===== config.mk =====
export PLATFORM = sky130hd
export DESIGN_NAME = c1c2c3_prep
export DESIGN_NICKNAME = d
export VERILOG_FILES = /design/src/rtl/c1c2c3_color_convert_unit_macros.svh /design/src/rtl/c1c2c3_pkg.sv /design/src/rtl/c1c2c3_prep.sv
export SDC_FILE = /design/constraint.sdc
export NUM_CORES = 1
export LEC_CHECK = 0
export BUFFER_PORTS_ARGS = -buffer_cell sky130_fd_sc_hd__buf_4
export CORE_ASPECT_RATIO = 1.1
export CORE_MARGIN = 8
export CORE_UTILIZATION = 39
export DETAILED_ROUTE_END_ITERATION = 16
export GPL_TIMING_DRIVEN = 0
export PLACE_DENSITY = 0.85
export SLEW_MARGIN = 15
export SYNTH_ARGS = -nofsm -noshare
export SYNTH_HDL_FRONTEND = slang
export SYNTH_SLANG_ARGS = --single-unit

===== constraint.sdc =====
create_clock -name vclk -period 1.95
set_clock_uncertainty 0.1 [all_clocks]
set_input_delay 0.0975 -clock vclk [all_inputs]
set_output_delay 0.0975 -clock vclk [all_outputs]
set_load 0.005 [all_outputs]

===== src/rtl/c1c2c3_color_convert_unit_macros.svh =====
// Assertion macros for the c1c2c3 color converter.
`ifndef C1C2C3_COLOR_CONVERT_UNIT_MACROS_SVH
`define C1C2C3_COLOR_CONVERT_UNIT_MACROS_SVH

`ifndef SYNTHESIS

// The property must hold at every clock edge outside reset.
`define C1C2C3_ASSERT(label, prop, msg) \
	label: assert property (@(posedge clk) disable iff (!arst_n) prop) else $error(msg);

// The condition must never be true at a clock edge outside reset.
`define C1C2C3_ASSERT_NEVER(label, cond, msg) \
	label: assert property (@(posedge clk) disable iff (!arst_n) !(cond)) else $error(msg);

`else

`define C1C2C3_ASSERT(label, prop, msg)
`define C1C2C3_ASSERT_NEVER(label, cond, msg)

`endif

`endif


===== src/rtl/c1c2c3_pkg.sv =====
// Package with the item types, constants and angle table of the c1c2c3 color converter.
package c1c2c3_pkg;

	// Default number of fraction bits of the angle arithmetic.
	localparam int ANGLE_FRAC_BITS = 16;

	// One lane per output channel.
	localparam int LANES = 3;

	// Integer bits of the x and y registers, sign included (values stay below 1024).
	localparam int X_INT_BITS = 11;

	// Integer bits of the angle register, sign included.
	localparam int Z_INT_BITS = 3;

	// Largest channel value; also the scale factor of the angle.
	localparam logic [7:0] CHANNEL_MAX = 8'd255;

	typedef struct packed {
		logic [7:0] blue;
		logic [7:0] green;
		logic [7:0] red;
	} pixel_t;

	typedef struct packed {
		logic [7:0] c1;
		logic [7:0] c2;
		logic [7:0] c3;
	} result_t;

	// Special-case flags that travel with an item through the cells.
	typedef struct packed {
		logic [LANES-1:0] num_zero;
		logic [LANES-1:0] den_zero;
	} lane_flags_t;

	// atan(2^-shift) rounded to nearest at frac fraction bits, evaluated at elaboration.
	function automatic int angle_step(input int shift, input int frac);
		return $rtoi($atan(2.0 ** (-shift)) * (2.0 ** frac) + 0.5);
	endfunction

endpackage


===== src/rtl/c1c2c3_prep.sv =====
// Front end of the c1c2c3 color converter: denominators, special-case flags, start vectors.
module c1c2c3_prep #(
	parameter int FRAC = c1c2c3_pkg::ANGLE_FRAC_BITS,
	localparam int XW = FRAC + c1c2c3_pkg::X_INT_BITS
) (
	input  c1c2c3_pkg::pixel_t                          pixel,
	output logic [c1c2c3_pkg::LANES-1:0][XW-1:0]        x_init,
	output logic [c1c2c3_pkg::LANES-1:0][XW-1:0]        y_init,
	output c1c2c3_pkg::lane_flags_t                     flags
);
	import c1c2c3_pkg::*;

	logic [LANES-1:0][7:0] num;
	logic [LANES-1:0][7:0] den;

	function automatic logic [7:0] larger(input logic [7:0] a, input logic [7:0] b);
		return (a > b) ? a : b;
	endfunction

	// Each channel divides its own color by the larger of the other two.
	always_comb begin
		num[0] = pixel.red;
		den[0] = larger(pixel.green, pixel.blue);
		num[1] = pixel.green;
		den[1] = larger(pixel.red, pixel.blue);
		num[2] = pixel.blue;
		den[2] = larger(pixel.red, pixel.green);
	end

	// Start vector (den, num) in fixed point, and the zero flags.
	always_comb begin
		for (int k = 0; k < LANES; k++) begin
			x_init[k] = {{(X_INT_BITS - 8){1'b0}}, den[k], {FRAC{1'b0}}};
			y_init[k] = {{(X_INT_BITS - 8){1'b0}}, num[k], {FRAC{1'b0}}};
			flags.num_zero[k] = (num[k] == 8'd0);
			flags.den_zero[k] = (den[k] == 8'd0);
		end
	end

endmodule


==> impl_metrics.json <==
{
  "critPathKind": "primary input to output pin",
  "dp_hpwl_um": 5790,
  "vias": 2128,
  "holdCritStartpoint": "pixel[17]",
  "end_kind": "output pin",
  "synth_cells": 252,
  "gp_congestion": 0.823,
  "cp-start-kind": "primary input",
  "antenna_left": 0,
  "dr_wl_met2_um": 3980,
  "firstDrtPassIters": 6,
  "rows": 27,
  "dr.first_iter.drc_count": 64,
  "fp.dieArea_um2": 7700,
  "violations": "negative setup slack",
  "fin_nets": 501,
  "ir_drop_mv": 0.102,
  "viasPerCell": 4.18,
  "areaGrowthSynthToFinish_pct": 66.9,
  "track_usage_pct": 15.7,
  "fill_cells": 395,
  "fin_tns_setup_ns": -0.111,
  "fin_ws_ns": -0.0411,
  "finalHoldViolCount": 0,
  "met3_length_um": 892,
  "drt-total-wl_um": 7670,
  "netlist_area_um2": 2010,
  "place_area_um2": 3090,
  "diodes": 0,
  "power_leakage_nw": 2.06,
  "top_layer": "met4",
  "n_clock_buffer": 0,
  "status": "finished, violations left",
  "synth.avg_cell_area_um2": 7.96,
  "arrival_ns": 1.79,
  "cp_max_fo": 4,
  "final-seq-area_um2": 0,
  "setup_viol": 5,
  "drive_above_1_share_pct": 59.2,
  "dieHeight_um": 91.2,
  "grt_pass1_vias": 1997,
  "grt_pass1_wl_um": 10200,
  "powerDensity_nw_per_um2": 261,
  "portBuffers": 78,
  "post_synth_num_cell_types": 23,
  "drt-wirelength-per-cell_um": 15.1,
  "grt_overflow": 0,
  "grt_antenna_before_repair": 0,
  "setup.worst_path.start": "pixel[23]",
  "ioPinCount": 192,
  "drv_slew": 0,
  "start_util_pct": 40.1,
  "maxCapViolCount": 0,
  "layout.cells.most_common": "buf_4",
  "m1WireLength_um": 2430,
  "worstSetupEndpoint": "flags[1]",
  "yosys_warnings": 0,
  "multi_input_area_um2": 1450,
  "die_x_um": 84.4,
  "synth-seq-area-share_pct": 0,
  "seq_cells": 0,
  "fmax_mhz": 502,
  "period_needed_ns": 1.99,
  "required_ns": 1.75,
  "final_cell_mix": "buf_4, conb_1, ha_1",
  "finish.instance_area_um2": 3350,
  "core-area_um2": 5000,
  "grt_max_degree": 10,
  "drc": 0,
  "hold_class": "primary input to output pin",
  "finalCritPeriodShare_pct": 102
}
layer usage:
metal | global-route usage, % | up-vias
met4 | 2.53 | 0
met5 | 0 | -
met2 | 31.0 | 181
li1 | - | 989
met3 | 6.67 | 36
met1 | 14.7 | 922
cell usage after synthesis:
library cell,count,share of area (%)
buf_4,138,52
ha_1,24,15
inv_1,19,3.6
mux2_2,14,7.9
mux2i_1,11,5.5
a21oi_1,10,2.5
nand2_1,6,1.1
nand4_1,6,1.9
nor4_1,6,1.9
a21oi_2,2,0.87
nor2b_1,2,0.62
o211ai_2,2,1.2
o22ai_4,2,2.0
buf_6,1,0.56
conb_1,1,0.19
mux2_1,1,0.56
mux2_4,1,0.75
nor2b_4,1,0.69
o211ai_1,1,0.37
o21ai_0,1,0.25
o21ai_1,1,0.25
o21ai_2,1,0.44
o22ai_1,1,0.31
power breakdown:
group	switching, mW	total, mW	internal (mW)
Clock	0	0	0
Sequential	0	0	0
Combinational	0.368	0.873	0.505
Total	0.368	0.873	0.505
worst max-delay path: stages:
cell	delay [ns]
buf_4	0.13
inv_2	0.10
ha_4	0.22
a21oi_1	0.18
o21ai_1	0.15
o22ai_4	0.23
clkbuf_16	0.19
buf_4	0.10
mux2i_1	0.23
buf_4	0.15
how the worst min path moves through the flow:
| stage | to | cells after the start |
|---|---|---|
| floorplan | y_init[16] | 1 |
| global placement | y_init[75] | 3 |
| detailed placement | y_init[74] | 3 |
| CTS | y_init[76] | 3 |
| global route | y_init[71] | 3 |
| finish | y_init[71] | 3 |
cell type report:
| class | instances | share of cell area [%] |
|---|---|---|
| plain buffers | 139 | 31.3 |
| inverters | 19 | 2.28 |
| multi-input cells | 207 | 43.2 |
| well taps | 58 | 2.17 |
| repair buffers | 86 | 21.0 |
kinds of logic after synthesis:
logic type	Yosys count	synth area share [%]
other	1	0.187
and+or+nand+nor	21	6.18
adders and majority gates	24	15.0
muxes	27	14.7
AOI/OAI and AO/OA	21	8.23
buffers and inverters	158	55.8
timing repair:
action,4_1_cts,5_1_grt
buffers inserted,6,1
gates resized for setup,0,23
hold buffers,0,0
gates cloned,0,1
pin swaps,2,7
endpoints found under the setup margin,10,23
per-stage QoR:
step / power (mW) / instances / hold WS (ns) / worst slack, ns / utilization [%]
final: 0.873 / 509 / 0.387 / -0.0411 / 67.0
after global routing: 0.941 / 509 / 0.393 / -0.0745 / 67.0
after CTS: 0.770 / 507 / 0.384 / 0.0229 / 63.4
after detailed placement: 0.721 / 501 / 0.382 / -0.0124 / 61.8
after global placement: 0.711 / 501 / 0.380 / 0.00613 / 61.8
after floorplan: 0.475 / 365 / 0.176 / 0.388 / -
Note: power is estimated with default switching activity, not from simulation.
