**config.mk**
```make
export PLATFORM = sky130hd
export DESIGN_NAME = c1c2c3_scale
export DESIGN_NICKNAME = d
export VERILOG_FILES = /design/src/rtl/c1c2c3_color_convert_unit_macros.svh /design/src/rtl/c1c2c3_pkg.sv /design/src/rtl/c1c2c3_scale.sv
export SDC_FILE = /design/constraint.sdc
export NUM_CORES = 1
export LEC_CHECK = 0
export BUFFER_PORTS_ARGS = -buffer_cell sky130_fd_sc_hd__buf_2
export CORE_ASPECT_RATIO = 0.7
export CORE_UTILIZATION = 40
export DETAILED_ROUTE_END_ITERATION = 6
export PLACE_DENSITY = 0.67
export SYNTH_ARGS = -nofsm -noshare
export SYNTH_HDL_FRONTEND = slang
export SYNTH_SLANG_ARGS = --single-unit
```
**constraint.sdc**
```tcl
create_clock -name vclk -period 2.8
set_input_delay 0.14 -clock vclk [all_inputs]
set_output_delay 0.14 -clock vclk [all_outputs]
set_load 0.005 [all_outputs]
```
**src/rtl/c1c2c3_color_convert_unit_macros.svh**
```systemverilog
// Assertion macros for the c1c2c3 color converter.
`ifndef C1C2C3_COLOR_CONVERT_UNIT_MACROS_SVH
`define C1C2C3_COLOR_CONVERT_UNIT_MACROS_SVH

`ifndef SYNTHESIS

// The property must hold at every clock edge outside reset.
`define C1C2C3_ASSERT(label, prop, msg) \
	label: assert property (@(posedge clk) disable iff (!arst_n) prop) else $error(msg);

// The condition must never be true at a clock edge outside reset.
`define C1C2C3_ASSERT_NEVER(label, cond, msg) \
	label: assert property (@(posedge clk) disable iff (!arst_n) !(cond)) else $error(msg);

`else

`define C1C2C3_ASSERT(label, prop, msg)
`define C1C2C3_ASSERT_NEVER(label, cond, msg)

`endif

`endif

```
**src/rtl/c1c2c3_pkg.sv**
```systemverilog
// Package with the item types, constants and angle table of the c1c2c3 color converter.
package c1c2c3_pkg;

	// Default number of fraction bits of the angle arithmetic.
	localparam int ANGLE_FRAC_BITS = 16;

	// One lane per output channel.
	localparam int LANES = 3;

	// Integer bits of the x and y registers, sign included (values stay below 1024).
	localparam int X_INT_BITS = 11;

	// Integer bits of the angle register, sign included.
	localparam int Z_INT_BITS = 3;

	// Largest channel value; also the scale factor of the angle.
	localparam logic [7:0] CHANNEL_MAX = 8'd255;

	typedef struct packed {
		logic [7:0] blue;
		logic [7:0] green;
		logic [7:0] red;
	} pixel_t;

	typedef struct packed {
		logic [7:0] c1;
		logic [7:0] c2;
		logic [7:0] c3;
	} result_t;

	// Special-case flags that travel with an item through the cells.
	typedef struct packed {
		logic [LANES-1:0] num_zero;
		logic [LANES-1:0] den_zero;
	} lane_flags_t;

	// atan(2^-shift) rounded to nearest at frac fraction bits, evaluated at elaboration.
	function automatic int angle_step(input int shift, input int frac);
		return $rtoi($atan(2.0 ** (-shift)) * (2.0 ** frac) + 0.5);
	endfunction

endpackage

```
**src/rtl/c1c2c3_scale.sv**
```systemverilog
// Back end of the c1c2c3 color converter: angle times 255, rounding, saturation, special cases.
module c1c2c3_scale #(
	parameter int FRAC = c1c2c3_pkg::ANGLE_FRAC_BITS,
	localparam int ZW = FRAC + c1c2c3_pkg::Z_INT_BITS
) (
	input  logic [c1c2c3_pkg::LANES-1:0][ZW-1:0]        z,
	input  c1c2c3_pkg::lane_flags_t                     flags,
	output c1c2c3_pkg::result_t                         result
);
	import c1c2c3_pkg::*;

	// Product width: clamped angle magnitude plus eight bits for the factor 255.
	localparam int PW = ZW - 1 + 8;
	localparam int WW = PW - FRAC;
	localparam logic [PW-1:0] HALF = PW'(1) << (FRAC - 1);

	logic [LANES-1:0][7:0] chan;

	for (genvar k = 0; k < LANES; k++) begin : g_lane
		logic [ZW-2:0] mag;
		logic [PW-1:0] prod;
		logic [WW-1:0] whole;

		// Negative angles clamp to zero; 255*z is z*256 - z.
		assign mag   = z[k][ZW-1] ? '0 : z[k][ZW-2:0];
		assign prod  = {mag, 8'd0} - PW'(mag) + HALF;
		assign whole = prod[PW-1:FRAC];

		// A zero numerator wins over a zero denominator (0/0 gives zero).
		assign chan[k] = flags.num_zero[k] ? 8'd0 :
			(flags.den_zero[k] || (whole > WW'(CHANNEL_MAX))) ? CHANNEL_MAX : whole[7:0];
	end

	assign result = '{c1: chan[0], c2: chan[1], c3: chan[2]};

endmodule
```
==> run_summary.xml, run 1 <==
<?xml version="1.0" encoding="UTF-8"?>
<metrics>
  <group name="pwr">
    <metric name="cellLeakagePower" unit="µW">0.00239</metric>
    <metric name="power.sequential.fraction" unit="%">0</metric>
    <metric name="swShare" unit="%">48.8</metric>
    <metric name="power_frac_clock" unit="%">0</metric>
    <metric name="power.ir.vdd_worst" unit="µV">119</metric>
    <metric name="share_comb_of_total_power" unit="%">100.0</metric>
    <metric name="power_per_cell_area" unit="nW/µm²">234</metric>
    <metric name="net-switching-power" unit="µW">604</metric>
    <metric name="p_int" unit="µW">635</metric>
  </group>
  <group name="yosys">
    <metric name="synth.lib_cells_used.distinct" unit="">52</metric>
    <metric name="syn-cell-area" unit="µm²">2820</metric>
    <metric name="most_area_consuming_cells_after_synthesis" unit="">sky130_fd_sc_hd__ha_1, sky130_fd_sc_hd__a21oi_1, sky130_fd_sc_hd__nor2b_1</metric>
    <metric name="postSynthCellCount" unit="">388</metric>
    <metric name="syn-num-nets" unit="">520</metric>
    <metric name="synth_top_area_share" unit="%">30.6</metric>
    <metric name="yosysTopAreaCell" unit="">sky130_fd_sc_hd__ha_1</metric>
    <metric name="sequential_cell_area_fraction_in_the_yosys_report" unit="%">0</metric>
    <metric name="netlist_top_cells_count" unit="">sky130_fd_sc_hd__ha_1, sky130_fd_sc_hd__a21oi_1, sky130_fd_sc_hd__nor2b_1</metric>
    <metric name="synth_warn" unit="">0</metric>
    <metric name="synth.avg_cell_area" unit="µm²">7.27</metric>
    <metric name="post-synth-top-count-cell" unit="">sky130_fd_sc_hd__ha_1</metric>
  </group>
  <group name="timing">
    <metric name="rsz0062_at_grt" unit="">yes</metric>
    <metric name="count_of_final_setup_violators" unit="">24</metric>
    <metric name="tns" unit="ns">-3.00</metric>
    <metric name="final-max-slew-violation-count" unit="">0</metric>
    <metric name="final.setup.worst_slack" unit="ns">-0.273</metric>
    <metric name="finalHoldViolCount" unit="">0</metric>
    <metric name="post-route-min-period" unit="ns">3.07</metric>
    <metric name="max_slew.worst_pin.slew" unit="ns">0.598</metric>
    <metric name="fmax" unit="MHz">325</metric>
    <metric name="max_slew_margin" unit="%">59.8</metric>
    <metric name="min_period_over_period" unit="%">110</metric>
    <metric name="finalHoldWorstSlack" unit="ns">0.667</metric>
  </group>
  <group name="drt">
    <metric name="route.detailed.vias_per_inst" unit="">5.48</metric>
    <metric name="avgRoutedWirePerCell" unit="µm">16.9</metric>
    <metric name="drcViolationCount" unit="">0</metric>
    <metric name="initialDrtViolationCount" unit="">112</metric>
    <metric name="drtPass1Iterations" unit="">4</metric>
    <metric name="wirelength" unit="µm">11300</metric>
    <metric name="vias" unit="">3648</metric>
    <metric name="antenna_left" unit="">0</metric>
  </group>
  <group name="worst_setup_path">
    <metric name="critPathLaunch" unit="">z[56]</metric>
    <metric name="cp-endpoint" unit="">result[1]</metric>
    <metric name="endpoint_kind" unit="">output port</metric>
    <metric name="critical_path_startpoint_category" unit="">primary input</metric>
    <metric name="timing.critical_path.arrival" unit="ns">2.93</metric>
    <metric name="critical_path_class" unit="">primary input to output port</metric>
    <metric name="crit_fanout" unit="">8</metric>
    <metric name="worst-endpoint-required" unit="ns">2.66</metric>
  </group>
  <group name="floorplanning">
    <metric name="die_width" unit="µm">102</metric>
    <metric name="die-height" unit="µm">72.3</metric>
    <metric name="number_of_core_rows" unit="">25</metric>
    <metric name="start_util" unit="%">41.6</metric>
    <metric name="die_area" unit="µm²">7400</metric>
    <metric name="design.core.area" unit="µm²">6790</metric>
    <metric name="num_io_pins" unit="">87</metric>
  </group>
  <group name="grt">
    <metric name="globalRouteMet1Util" unit="%">36.5</metric>
    <metric name="use_met3" unit="%">1.35</metric>
    <metric name="globalRoute.busiestLayer" unit="">met2</metric>
    <metric name="antenna_found_initial" unit="">0</metric>
    <metric name="globalRoute.totalOverflow" unit="">0</metric>
    <metric name="wire_length_of_the_first_global_routing_pass" unit="µm">16500</metric>
    <metric name="met2_usage" unit="%">52.2</metric>
    <metric name="vias_in_the_first_global_route" unit="">3550</metric>
    <metric name="grt_start_max_net_pins" unit="">9</metric>
    <metric name="grt_util_all_layers" unit="%">28.1</metric>
  </group>
  <group name="worst_hold_path">
    <metric name="timing.hold.worst.class" unit="">primary input to output port</metric>
  </group>
  <group name="placed_design">
    <metric name="dp_slack" unit="ns">-0.447</metric>
    <metric name="post-place-cells" unit="">640</metric>
    <metric name="routabilityCongestion" unit="">0.869</metric>
    <metric name="place.port_buffers" unit="">87</metric>
    <metric name="dpl.hpwl" unit="µm">7270</metric>
  </group>
  <group name="run_status">
    <metric name="failed_checks" unit="">negative setup slack</metric>
    <metric name="result_of_the_run" unit="">complete, but fails checks</metric>
  </group>
  <group name="job">
    <metric name="max_cap_viol_count" unit="">0</metric>
  </group>
  <group name="cells_and_area">
    <metric name="clock_buffer_count" unit="">0</metric>
    <metric name="finish.net_count" unit="">706</metric>
    <metric name="seqCellArea" unit="µm²">0</metric>
    <metric name="finalNonFillerCells" unit="">666</metric>
    <metric name="layout-area-overhead-vs-synth" unit="%">87.5</metric>
    <metric name="layout-drive-gt1-share" unit="%">60.3</metric>
    <metric name="numSequentialCells" unit="">0</metric>
    <metric name="final_util" unit="%">78.0</metric>
    <metric name="count_of_antenna_diodes_in_the_layout" unit="">0</metric>
  </group>
  <group name="clock_tree">
    <metric name="holdBufCountCts" unit="">0</metric>
  </group>
</metrics>
-- worst min path at each step --
stage	cells after the start	from	endpoint
floorplan	2	flags[3]	result[16]
global placement	3	flags[3]	result[16]
detailed placement	3	flags[3]	result[16]
CTS	3	flags[5]	result[4]
global route	3	flags[3]	result[16]
finish	3	flags[3]	result[21]
-- timing repair --
item,CTS,global route
setup buffers,20,4
gates resized for setup,136,67
cloned,2,0
endpoints found under the setup margin,24,24
pin swaps,44,31
-- routing by layer --
layer  part of all wire (%)  wire (µm)  up-vias
li1                       -          -     1780
met1                     42       4760     1703
met3                    4.3        481       46
met4                    3.2        364        0
met5                      0          0        -
met2                     50       5670      119
-- through the flow --
step / instance area, µm² / total power [µW]
6_report: 5290 / 1240
5_1_grt: 5290 / 1330
4_1_cts: 4880 / 1070
3_5_place_dp: 3960 / 836
3_3_place_gp: 3960 / 814
2_1_floorplan: 2830 / 501
-- cells in the final DEF, fill, tap and decap left out, drive strengths merged, types with 2 or more instances in the layout --
master and count:
a211o 2, a21o 8, nand2 10, a21oi 54
or4 4, buf 193, nor3b 7, o31a 2
a221oi 2, a2111oi 3, or3 2, a31oi 2
nor2b 36, nand3b 2, inv 33, nor4 7
nor2 15, and4 2, nor3 8, nand3 5
or3b 2, o21a 4, xnor2 16, o22ai 5
ha 69, nand4 5, nand2b 25, o21ai 13
a211oi 3, or2 3, a41oi 2, xor2 17
-- power by group through the flow --
| stage | registers (µW) | logic, µW | clock network [µW] |
|---|---|---|---|
| final | 0 | 1240 | 0 |
| after global routing | 0 | 1330 | 0 |
| after CTS | 0 | 1070 | 0 |
| after detailed placement | 0 | 836 | 0 |
| after global placement | 0 | 814 | 0 |
| after floorplan | 0 | 501 | 0 |
-- critical path: stages --
cell and delay [ns]:
sky130_fd_sc_hd__bufbuf_16 0.25, sky130_fd_sc_hd__buf_6 0.12, sky130_fd_sc_hd__nor2b_2 0.16, sky130_fd_sc_hd__ha_4 0.23, sky130_fd_sc_hd__ha_4 0.27, sky130_fd_sc_hd__nand4_1 0.12, sky130_fd_sc_hd__or4_4 0.58, sky130_fd_sc_hd__a21oi_4 0.16
sky130_fd_sc_hd__a2111oi_4 0.06, sky130_fd_sc_hd__nand3b_1 0.16, sky130_fd_sc_hd__xnor2_2 0.14, sky130_fd_sc_hd__o22ai_2 0.10, sky130_fd_sc_hd__buf_6 0.16, sky130_fd_sc_hd__a21oi_2 0.15, sky130_fd_sc_hd__buf_2 0.13
-- cells by family after synthesis --
logic type	after synthesis	synth area share, %
AND/OR/NAND/NOR	136	28.7
XOR/XNOR	33	10.2
adder cells (fa/ha/maj)	69	30.6
multiplexers	1	0.532
buffers and inverters	43	5.76
AO/OA/AOI/OAI	106	24.1
-- area by class of cell --
class / count / area [µm²]
inverters: 33 / 126
well taps: 94 / 118
repair buffers: 194 / 1400
multi-input cells: 345 / 3650
fillers: 472 / 1500
(Power assumes the default switching activity.)
==> run 2, diff against run 1 <==
--- a/config.mk
+++ b/config.mk
@@ -7,6 +7,7 @@
 export LEC_CHECK = 0
 export BUFFER_PORTS_ARGS = -buffer_cell sky130_fd_sc_hd__buf_2
 export CORE_ASPECT_RATIO = 0.7
+export CORE_MARGIN = 3
 export CORE_UTILIZATION = 40
 export DETAILED_ROUTE_END_ITERATION = 6
 export PLACE_DENSITY = 0.67
==> constraint.sdc (replaced) <==
create_clock -name vclk -period 2.8
set_input_delay 0.14 -clock vclk [all_inputs]
set_output_delay 0.14 -clock vclk [all_outputs]
set_load 0.05 [all_outputs]
==> run 2 against run 1 <==
The run still ends with negative setup slack left. Highest routed layer unchanged. Global-route usage down 1.1 points. Sequential share of layout area unchanged. Setup slack got worse by 0.10 ns. Largest cell class unchanged. Critical endpoint is now result[0].
==> run_summary.xml, run 2 (synthesis gave the netlist of run 1 again) <==
<?xml version="1.0" encoding="UTF-8"?>
<metrics>
  <group name="drt">
    <metric name="vias" unit="">3762</metric>
    <metric name="antenna_left" unit="">0</metric>
    <metric name="drcViolationCount" unit="">0</metric>
    <metric name="route.detailed.vias_per_inst" unit="">5.50</metric>
    <metric name="drtPass1Iterations" unit="">5</metric>
    <metric name="initialDrtViolationCount" unit="">218</metric>
    <metric name="wirelength" unit="µm">11500</metric>
    <metric name="avgRoutedWirePerCell" unit="µm">16.8</metric>
  </group>
  <group name="grt">
    <metric name="globalRoute.totalOverflow" unit="">0</metric>
    <metric name="grt_start_max_net_pins" unit="">14</metric>
    <metric name="grt_util_all_layers" unit="%">27.0</metric>
    <metric name="antenna_found_initial" unit="">0</metric>
    <metric name="wire_length_of_the_first_global_routing_pass" unit="µm">18500</metric>
    <metric name="vias_in_the_first_global_route" unit="">3925</metric>
  </group>
  <group name="timing">
    <metric name="fmax" unit="MHz">315</metric>
    <metric name="max_slew.worst_pin.slew" unit="ns">0.639</metric>
    <metric name="post-route-min-period" unit="ns">3.17</metric>
    <metric name="count_of_final_setup_violators" unit="">24</metric>
    <metric name="rsz0062_at_grt" unit="">yes</metric>
    <metric name="finalHoldWorstSlack" unit="ns">0.813</metric>
    <metric name="final.setup.worst_slack" unit="ns">-0.374</metric>
    <metric name="finalHoldViolCount" unit="">0</metric>
    <metric name="final-max-slew-violation-count" unit="">0</metric>
    <metric name="max_slew_margin" unit="%">57.2</metric>
    <metric name="min_period_over_period" unit="%">113</metric>
    <metric name="tns" unit="ns">-6.78</metric>
  </group>
  <group name="placed_design">
    <metric name="dp_slack" unit="ns">-0.792</metric>
    <metric name="place.port_buffers" unit="">87</metric>
    <metric name="routabilityCongestion" unit="">0.901</metric>
    <metric name="dpl.hpwl" unit="µm">8200</metric>
  </group>
  <group name="worst_setup_path">
    <metric name="endpoint_kind" unit="">output port</metric>
    <metric name="critical_path_class" unit="">primary input to output port</metric>
    <metric name="worst-endpoint-required" unit="ns">2.66</metric>
    <metric name="critical_path_startpoint_category" unit="">primary input</metric>
    <metric name="critPathLaunch" unit="">z[56]</metric>
    <metric name="timing.critical_path.arrival" unit="ns">3.03</metric>
    <metric name="crit_fanout" unit="">8</metric>
  </group>
  <group name="floorplanning">
    <metric name="start_util" unit="%">43.3</metric>
    <metric name="die_area" unit="µm²">8110</metric>
    <metric name="number_of_core_rows" unit="">24</metric>
    <metric name="design.core.area" unit="µm²">6520</metric>
    <metric name="num_io_pins" unit="">87</metric>
    <metric name="die_width" unit="µm">106</metric>
    <metric name="die-height" unit="µm">76.3</metric>
  </group>
  <group name="cells_and_area">
    <metric name="numSequentialCells" unit="">0</metric>
    <metric name="final_util" unit="%">85.8</metric>
    <metric name="finish.net_count" unit="">727</metric>
    <metric name="count_of_antenna_diodes_in_the_layout" unit="">0</metric>
    <metric name="clock_buffer_count" unit="">0</metric>
    <metric name="layout-area-overhead-vs-synth" unit="%">98.2</metric>
    <metric name="seqCellArea" unit="µm²">0</metric>
    <metric name="fill_cells" unit="">367</metric>
    <metric name="layout_commonest_cell" unit="">sky130_fd_sc_hd__buf_4</metric>
    <metric name="layout-drive-gt1-share" unit="%">58.3</metric>
    <metric name="layout.cells.most_common_list" unit="">sky130_fd_sc_hd__buf_4, sky130_fd_sc_hd__buf_2, sky130_fd_sc_hd__ha_1, sky130_fd_sc_hd__inv_1, sky130_fd_sc_hd__buf_6</metric>
  </group>
  <group name="pwr">
    <metric name="power_per_cell_area" unit="nW/µm²">257</metric>
    <metric name="cellLeakagePower" unit="µW">0.00256</metric>
    <metric name="power.total" unit="µW">1440</metric>
    <metric name="power.ir.vdd_worst" unit="µV">238</metric>
  </group>
  <group name="worst_hold_path">
    <metric name="worst_hold_path.num_cells" unit="">3</metric>
    <metric name="timing.hold.worst.class" unit="">primary input to output port</metric>
    <metric name="timing.hold.worst.start" unit="">flags[5]</metric>
    <metric name="min_delay_worst_endpoint" unit="">result[6]</metric>
  </group>
  <group name="job">
    <metric name="max_cap_viol_count" unit="">0</metric>
  </group>
  <group name="run_status">
    <metric name="failed_checks" unit="">negative setup slack</metric>
    <metric name="result_of_the_run" unit="">complete, but fails checks</metric>
  </group>
  <group name="clock_tree">
    <metric name="holdBufCountCts" unit="">0</metric>
  </group>
</metrics>
run 2: cell types whose count changed in the layout (fill, tap and decap cells not counted), sizes merged:
cell | previous run | this run
buf | 193 | 214
bufbuf | 1 | 0
clkbuf | 0 | 1
run 2: stage by stage:
| step | instances | area, µm² |
|---|---|---|
| 2_1_floorplan | 388 | 3550 |
| 3_3_place_gp | 668 | 4850 |
| 3_5_place_dp | 668 | 4850 |
| 4_1_cts | 680 | 5480 |
| 5_1_grt | 684 | 5590 |
| 6_report | 684 | 5590 |
run 2: report_power, final:
| part | switching (µW) | internal, µW |
|---|---|---|
| sequential | 0 | 0 |
| combinational | 750 | 689 |
| clock | 0 | 0 |
run 2: routing by layer:
layer	global-route usage, %	vias to the layer above	routed length [µm]
met5	0	-	0
met4	5.05	0	230
met3	2.79	30	704
met2	49.9	154	5680
met1	33.8	1757	4860
li1	-	1821	-
run 2: worst max-delay path by stage:
| stage | depth (start not counted) | endpoint |
|---|---|---|
| after CTS | 17 | result[5] |
| after floorplan | 13 | result[0] |
| final | 16 | result[0] |
| after global placement | 15 | result[3] |
| after detailed placement | 15 | result[5] |
| after global routing | 16 | result[0] |
run 2: area by class of cell:
type               count  area (µm²)  area share (%)
inverters             33         124            2.21
well taps             91         114            2.04
multi-input cells    345        3650            65.3
repair buffers       215        1700            30.4
run 2: repair_timing:
item | CTS | global route
resized for setup | 109 | 18
endpoints found under the setup margin | 24 | 24
buffers inserted | 12 | 3
pin swaps | 48 | 19
cloned | 1 | 1
run 2: worst max-delay path, stage by stage:
cell	delay (ns)
sky130_fd_sc_hd__buf_8	0.11
sky130_fd_sc_hd__buf_12	0.12
sky130_fd_sc_hd__buf_4	0.13
sky130_fd_sc_hd__nor2b_1	0.11
sky130_fd_sc_hd__ha_1	0.25
sky130_fd_sc_hd__ha_1	0.34
sky130_fd_sc_hd__a21oi_2	0.18
sky130_fd_sc_hd__o21ai_1	0.12
sky130_fd_sc_hd__and3_1	0.21
sky130_fd_sc_hd__a2111oi_4	0.34
sky130_fd_sc_hd__nand3b_1	0.18
sky130_fd_sc_hd__xnor2_2	0.22
sky130_fd_sc_hd__o22ai_4	0.10
sky130_fd_sc_hd__buf_12	0.17
sky130_fd_sc_hd__a21oi_4	0.15
sky130_fd_sc_hd__buf_6	0.17
==> run 3, diff against run 2 <==
--- a/config.mk
+++ b/config.mk
@@ -11,6 +11,7 @@
 export CORE_UTILIZATION = 40
 export DETAILED_ROUTE_END_ITERATION = 6
 export PLACE_DENSITY = 0.67
+export SETUP_SLACK_MARGIN = 0.4
 export SYNTH_ARGS = -nofsm -noshare
 export SYNTH_HDL_FRONTEND = slang
 export SYNTH_SLANG_ARGS = --single-unit
==> run 3 against run 2 <==
The run still ends with negative setup slack left. First-iteration DRC count fell by 9.6%. Final cell count rose by 0.73%. Core utilization rose by 1.6 points. Maximum frequency rose by 1.1%. Hold slack improved by 0.0013 ns. Sequential share of layout area did not move. Setup slack improved by 0.035 ns. Routed wire length rose by 1.5%. Critical path type unchanged.
==> run_summary.xml, run 3 (synthesis gave the netlist of run 1 again) <==
<?xml version="1.0" encoding="UTF-8"?>
<metrics>
  <group name="placed_design">
    <metric name="post_dp_cell_area" unit="µm²">4850</metric>
    <metric name="place.port_buffers" unit="">87</metric>
    <metric name="post-place-cells" unit="">668</metric>
    <metric name="routabilityCongestion" unit="">0.901</metric>
    <metric name="dpl.hpwl" unit="µm">8200</metric>
  </group>
  <group name="run_status">
    <metric name="failed_checks" unit="">negative setup slack</metric>
    <metric name="result_of_the_run" unit="">complete, but fails checks</metric>
  </group>
  <group name="drt">
    <metric name="initialDrtViolationCount" unit="">197</metric>
    <metric name="antenna_left" unit="">0</metric>
    <metric name="avgRoutedWirePerCell" unit="µm">16.9</metric>
    <metric name="drcViolationCount" unit="">0</metric>
    <metric name="route.detailed.vias_per_inst" unit="">5.47</metric>
    <metric name="drtPass1Iterations" unit="">5</metric>
    <metric name="wirelength" unit="µm">11600</metric>
    <metric name="vias" unit="">3772</metric>
  </group>
  <group name="cells_and_area">
    <metric name="layout-area-overhead-vs-synth" unit="%">102</metric>
    <metric name="count_of_antenna_diodes_in_the_layout" unit="">0</metric>
    <metric name="seqCellArea" unit="µm²">0</metric>
    <metric name="fill_cells" unit="">353</metric>
    <metric name="finalNonFillerCells" unit="">689</metric>
    <metric name="layout.cells.most_common_list" unit="">sky130_fd_sc_hd__buf_4, sky130_fd_sc_hd__buf_2, sky130_fd_sc_hd__ha_1</metric>
    <metric name="layout-drive-gt1-share" unit="%">59.7</metric>
    <metric name="layout_commonest_cell" unit="">sky130_fd_sc_hd__buf_4</metric>
    <metric name="finish.net_count" unit="">732</metric>
    <metric name="summed_area_of_non_filler_cells_in_the_final_layout" unit="µm²">5700</metric>
    <metric name="clock_buffer_count" unit="">0</metric>
    <metric name="numSequentialCells" unit="">0</metric>
  </group>
  <group name="worst_setup_path">
    <metric name="critical_path.max_stage_delay" unit="ns">0.50</metric>
    <metric name="worst_path_slowest_cell" unit="">sky130_fd_sc_hd__or4_1</metric>
    <metric name="cp_common_cell" unit="">sky130_fd_sc_hd__buf_12</metric>
    <metric name="crit_fanout" unit="">8</metric>
    <metric name="timing.critical_path.buf_inv" unit="">6</metric>
    <metric name="endpoint_kind" unit="">output port</metric>
    <metric name="timing.critical_path.arrival" unit="ns">3.00</metric>
    <metric name="worst-endpoint-required" unit="ns">2.66</metric>
    <metric name="path_cells" unit="">buf_12 -&gt; buf_12 -&gt; buf_6 -&gt; nor2b_1 -&gt; ha_1 -&gt; ha_4 -&gt; nand4_1 -&gt; or4_1 -&gt; a21oi_2 -&gt; a2111oi_4 -&gt; buf_4 -&gt; xor2_4 -&gt; o22ai_4 -&gt; buf_12 -&gt; a21oi_4 -&gt; buf_8</metric>
    <metric name="worst_path_dominant_cell_family" unit="">buffers and inverters</metric>
    <metric name="critical_path_class" unit="">primary input to output port</metric>
    <metric name="critical_path_startpoint_category" unit="">primary input</metric>
  </group>
  <group name="timing">
    <metric name="rsz0062_at_grt" unit="">yes</metric>
    <metric name="post-route-min-period" unit="ns">3.14</metric>
    <metric name="final-max-slew-violation-count" unit="">0</metric>
    <metric name="max_slew.worst_pin.slew" unit="ns">0.632</metric>
    <metric name="max_slew_margin" unit="%">57.7</metric>
    <metric name="min_period_over_period" unit="%">112</metric>
    <metric name="final.setup.worst_slack" unit="ns">-0.340</metric>
    <metric name="finalHoldViolCount" unit="">0</metric>
    <metric name="count_of_final_setup_violators" unit="">24</metric>
    <metric name="fmax" unit="MHz">318</metric>
  </group>
  <group name="floorplanning">
    <metric name="design.core.area" unit="µm²">6520</metric>
    <metric name="start_util" unit="%">43.3</metric>
    <metric name="die_width" unit="µm">106</metric>
    <metric name="number_of_core_rows" unit="">24</metric>
    <metric name="die-height" unit="µm">76.3</metric>
    <metric name="num_io_pins" unit="">87</metric>
    <metric name="die_area" unit="µm²">8110</metric>
  </group>
  <group name="pwr">
    <metric name="power.ir.vdd_worst" unit="µV">238</metric>
    <metric name="cellLeakagePower" unit="µW">0.00259</metric>
    <metric name="power_per_cell_area" unit="nW/µm²">257</metric>
  </group>
  <group name="grt">
    <metric name="antenna_found_initial" unit="">0</metric>
    <metric name="grt_util_all_layers" unit="%">26.4</metric>
    <metric name="globalRoute.totalOverflow" unit="">0</metric>
    <metric name="vias_in_the_first_global_route" unit="">3863</metric>
    <metric name="grt_start_max_net_pins" unit="">14</metric>
    <metric name="wire_length_of_the_first_global_routing_pass" unit="µm">18100</metric>
  </group>
  <group name="worst_hold_path">
    <metric name="timing.hold.worst.class" unit="">primary input to output port</metric>
  </group>
  <group name="job">
    <metric name="max_cap_viol_count" unit="">0</metric>
  </group>
</metrics>
[run 3: layer usage]
metal  routed length [µm]  track usage (%)
met5                    0                0
met4                  202             3.75
met3                  642             2.46
met2                 5810             49.1
met1                 4980             33.5
[run 3: layout make-up]
| cell class | count | area, µm² | share of cell area (%) |
|---|---|---|---|
| Multi-Input combinational cell | 345 | 3680 | 64.6 |
| Timing Repair Buffer | 220 | 1780 | 31.2 |
| Inverter | 33 | 124 | 2.17 |
| Tap cell | 91 | 114 | 2.00 |
[run 3: per-stage QoR]
| stage | setup WS [ns] | TNS [ns] | hold slack (ns) | power (µW) | util [%] |
|---|---|---|---|---|---|
| finish | -0.340 | -5.67 | 0.814 | 1460 | 87.4 |
| global route | -0.453 | -8.05 | 0.832 | 1560 | 87.4 |
| CTS | -0.289 | -4.61 | 0.812 | 1370 | 84.8 |
| detailed placement | -0.792 | -13.87 | 0.853 | 1190 | 74.5 |
| global placement | -0.664 | -12.21 | 0.840 | 1160 | 74.5 |
| floorplan | -0.279 | -3.08 | 0.802 | 807 | - |
[run 3: worst min-delay path: stages]
cell                      delay, ns
sky130_fd_sc_hd__buf_2         0.34
sky130_fd_sc_hd__a21oi_4       0.04
sky130_fd_sc_hd__buf_6         0.15
[run 3: report_power, final]
group	internal [µW]	switching, µW	leakage [µW]	total [µW]
logic	708	755	0.00259	1460
registers	0	0	0	0
clock network	0	0	0	0
total	708	755	0.00259	1460
[run 3: final timing paths]
kind | from | endpoint | slack (ns) | cells past startpoint
worst max-delay path | z[56] | result[7] | -0.34 | 16
worst min-delay path | flags[3] | result[17] | 0.81 | 3
[run 3: repair_timing]
item	4_1_cts	5_1_grt
pin swaps	41	13
setup endpoints to repair	24	24
buffers inserted	14	4
gates resized for setup	107	26
cloned	2	1
hold buffers	0	0
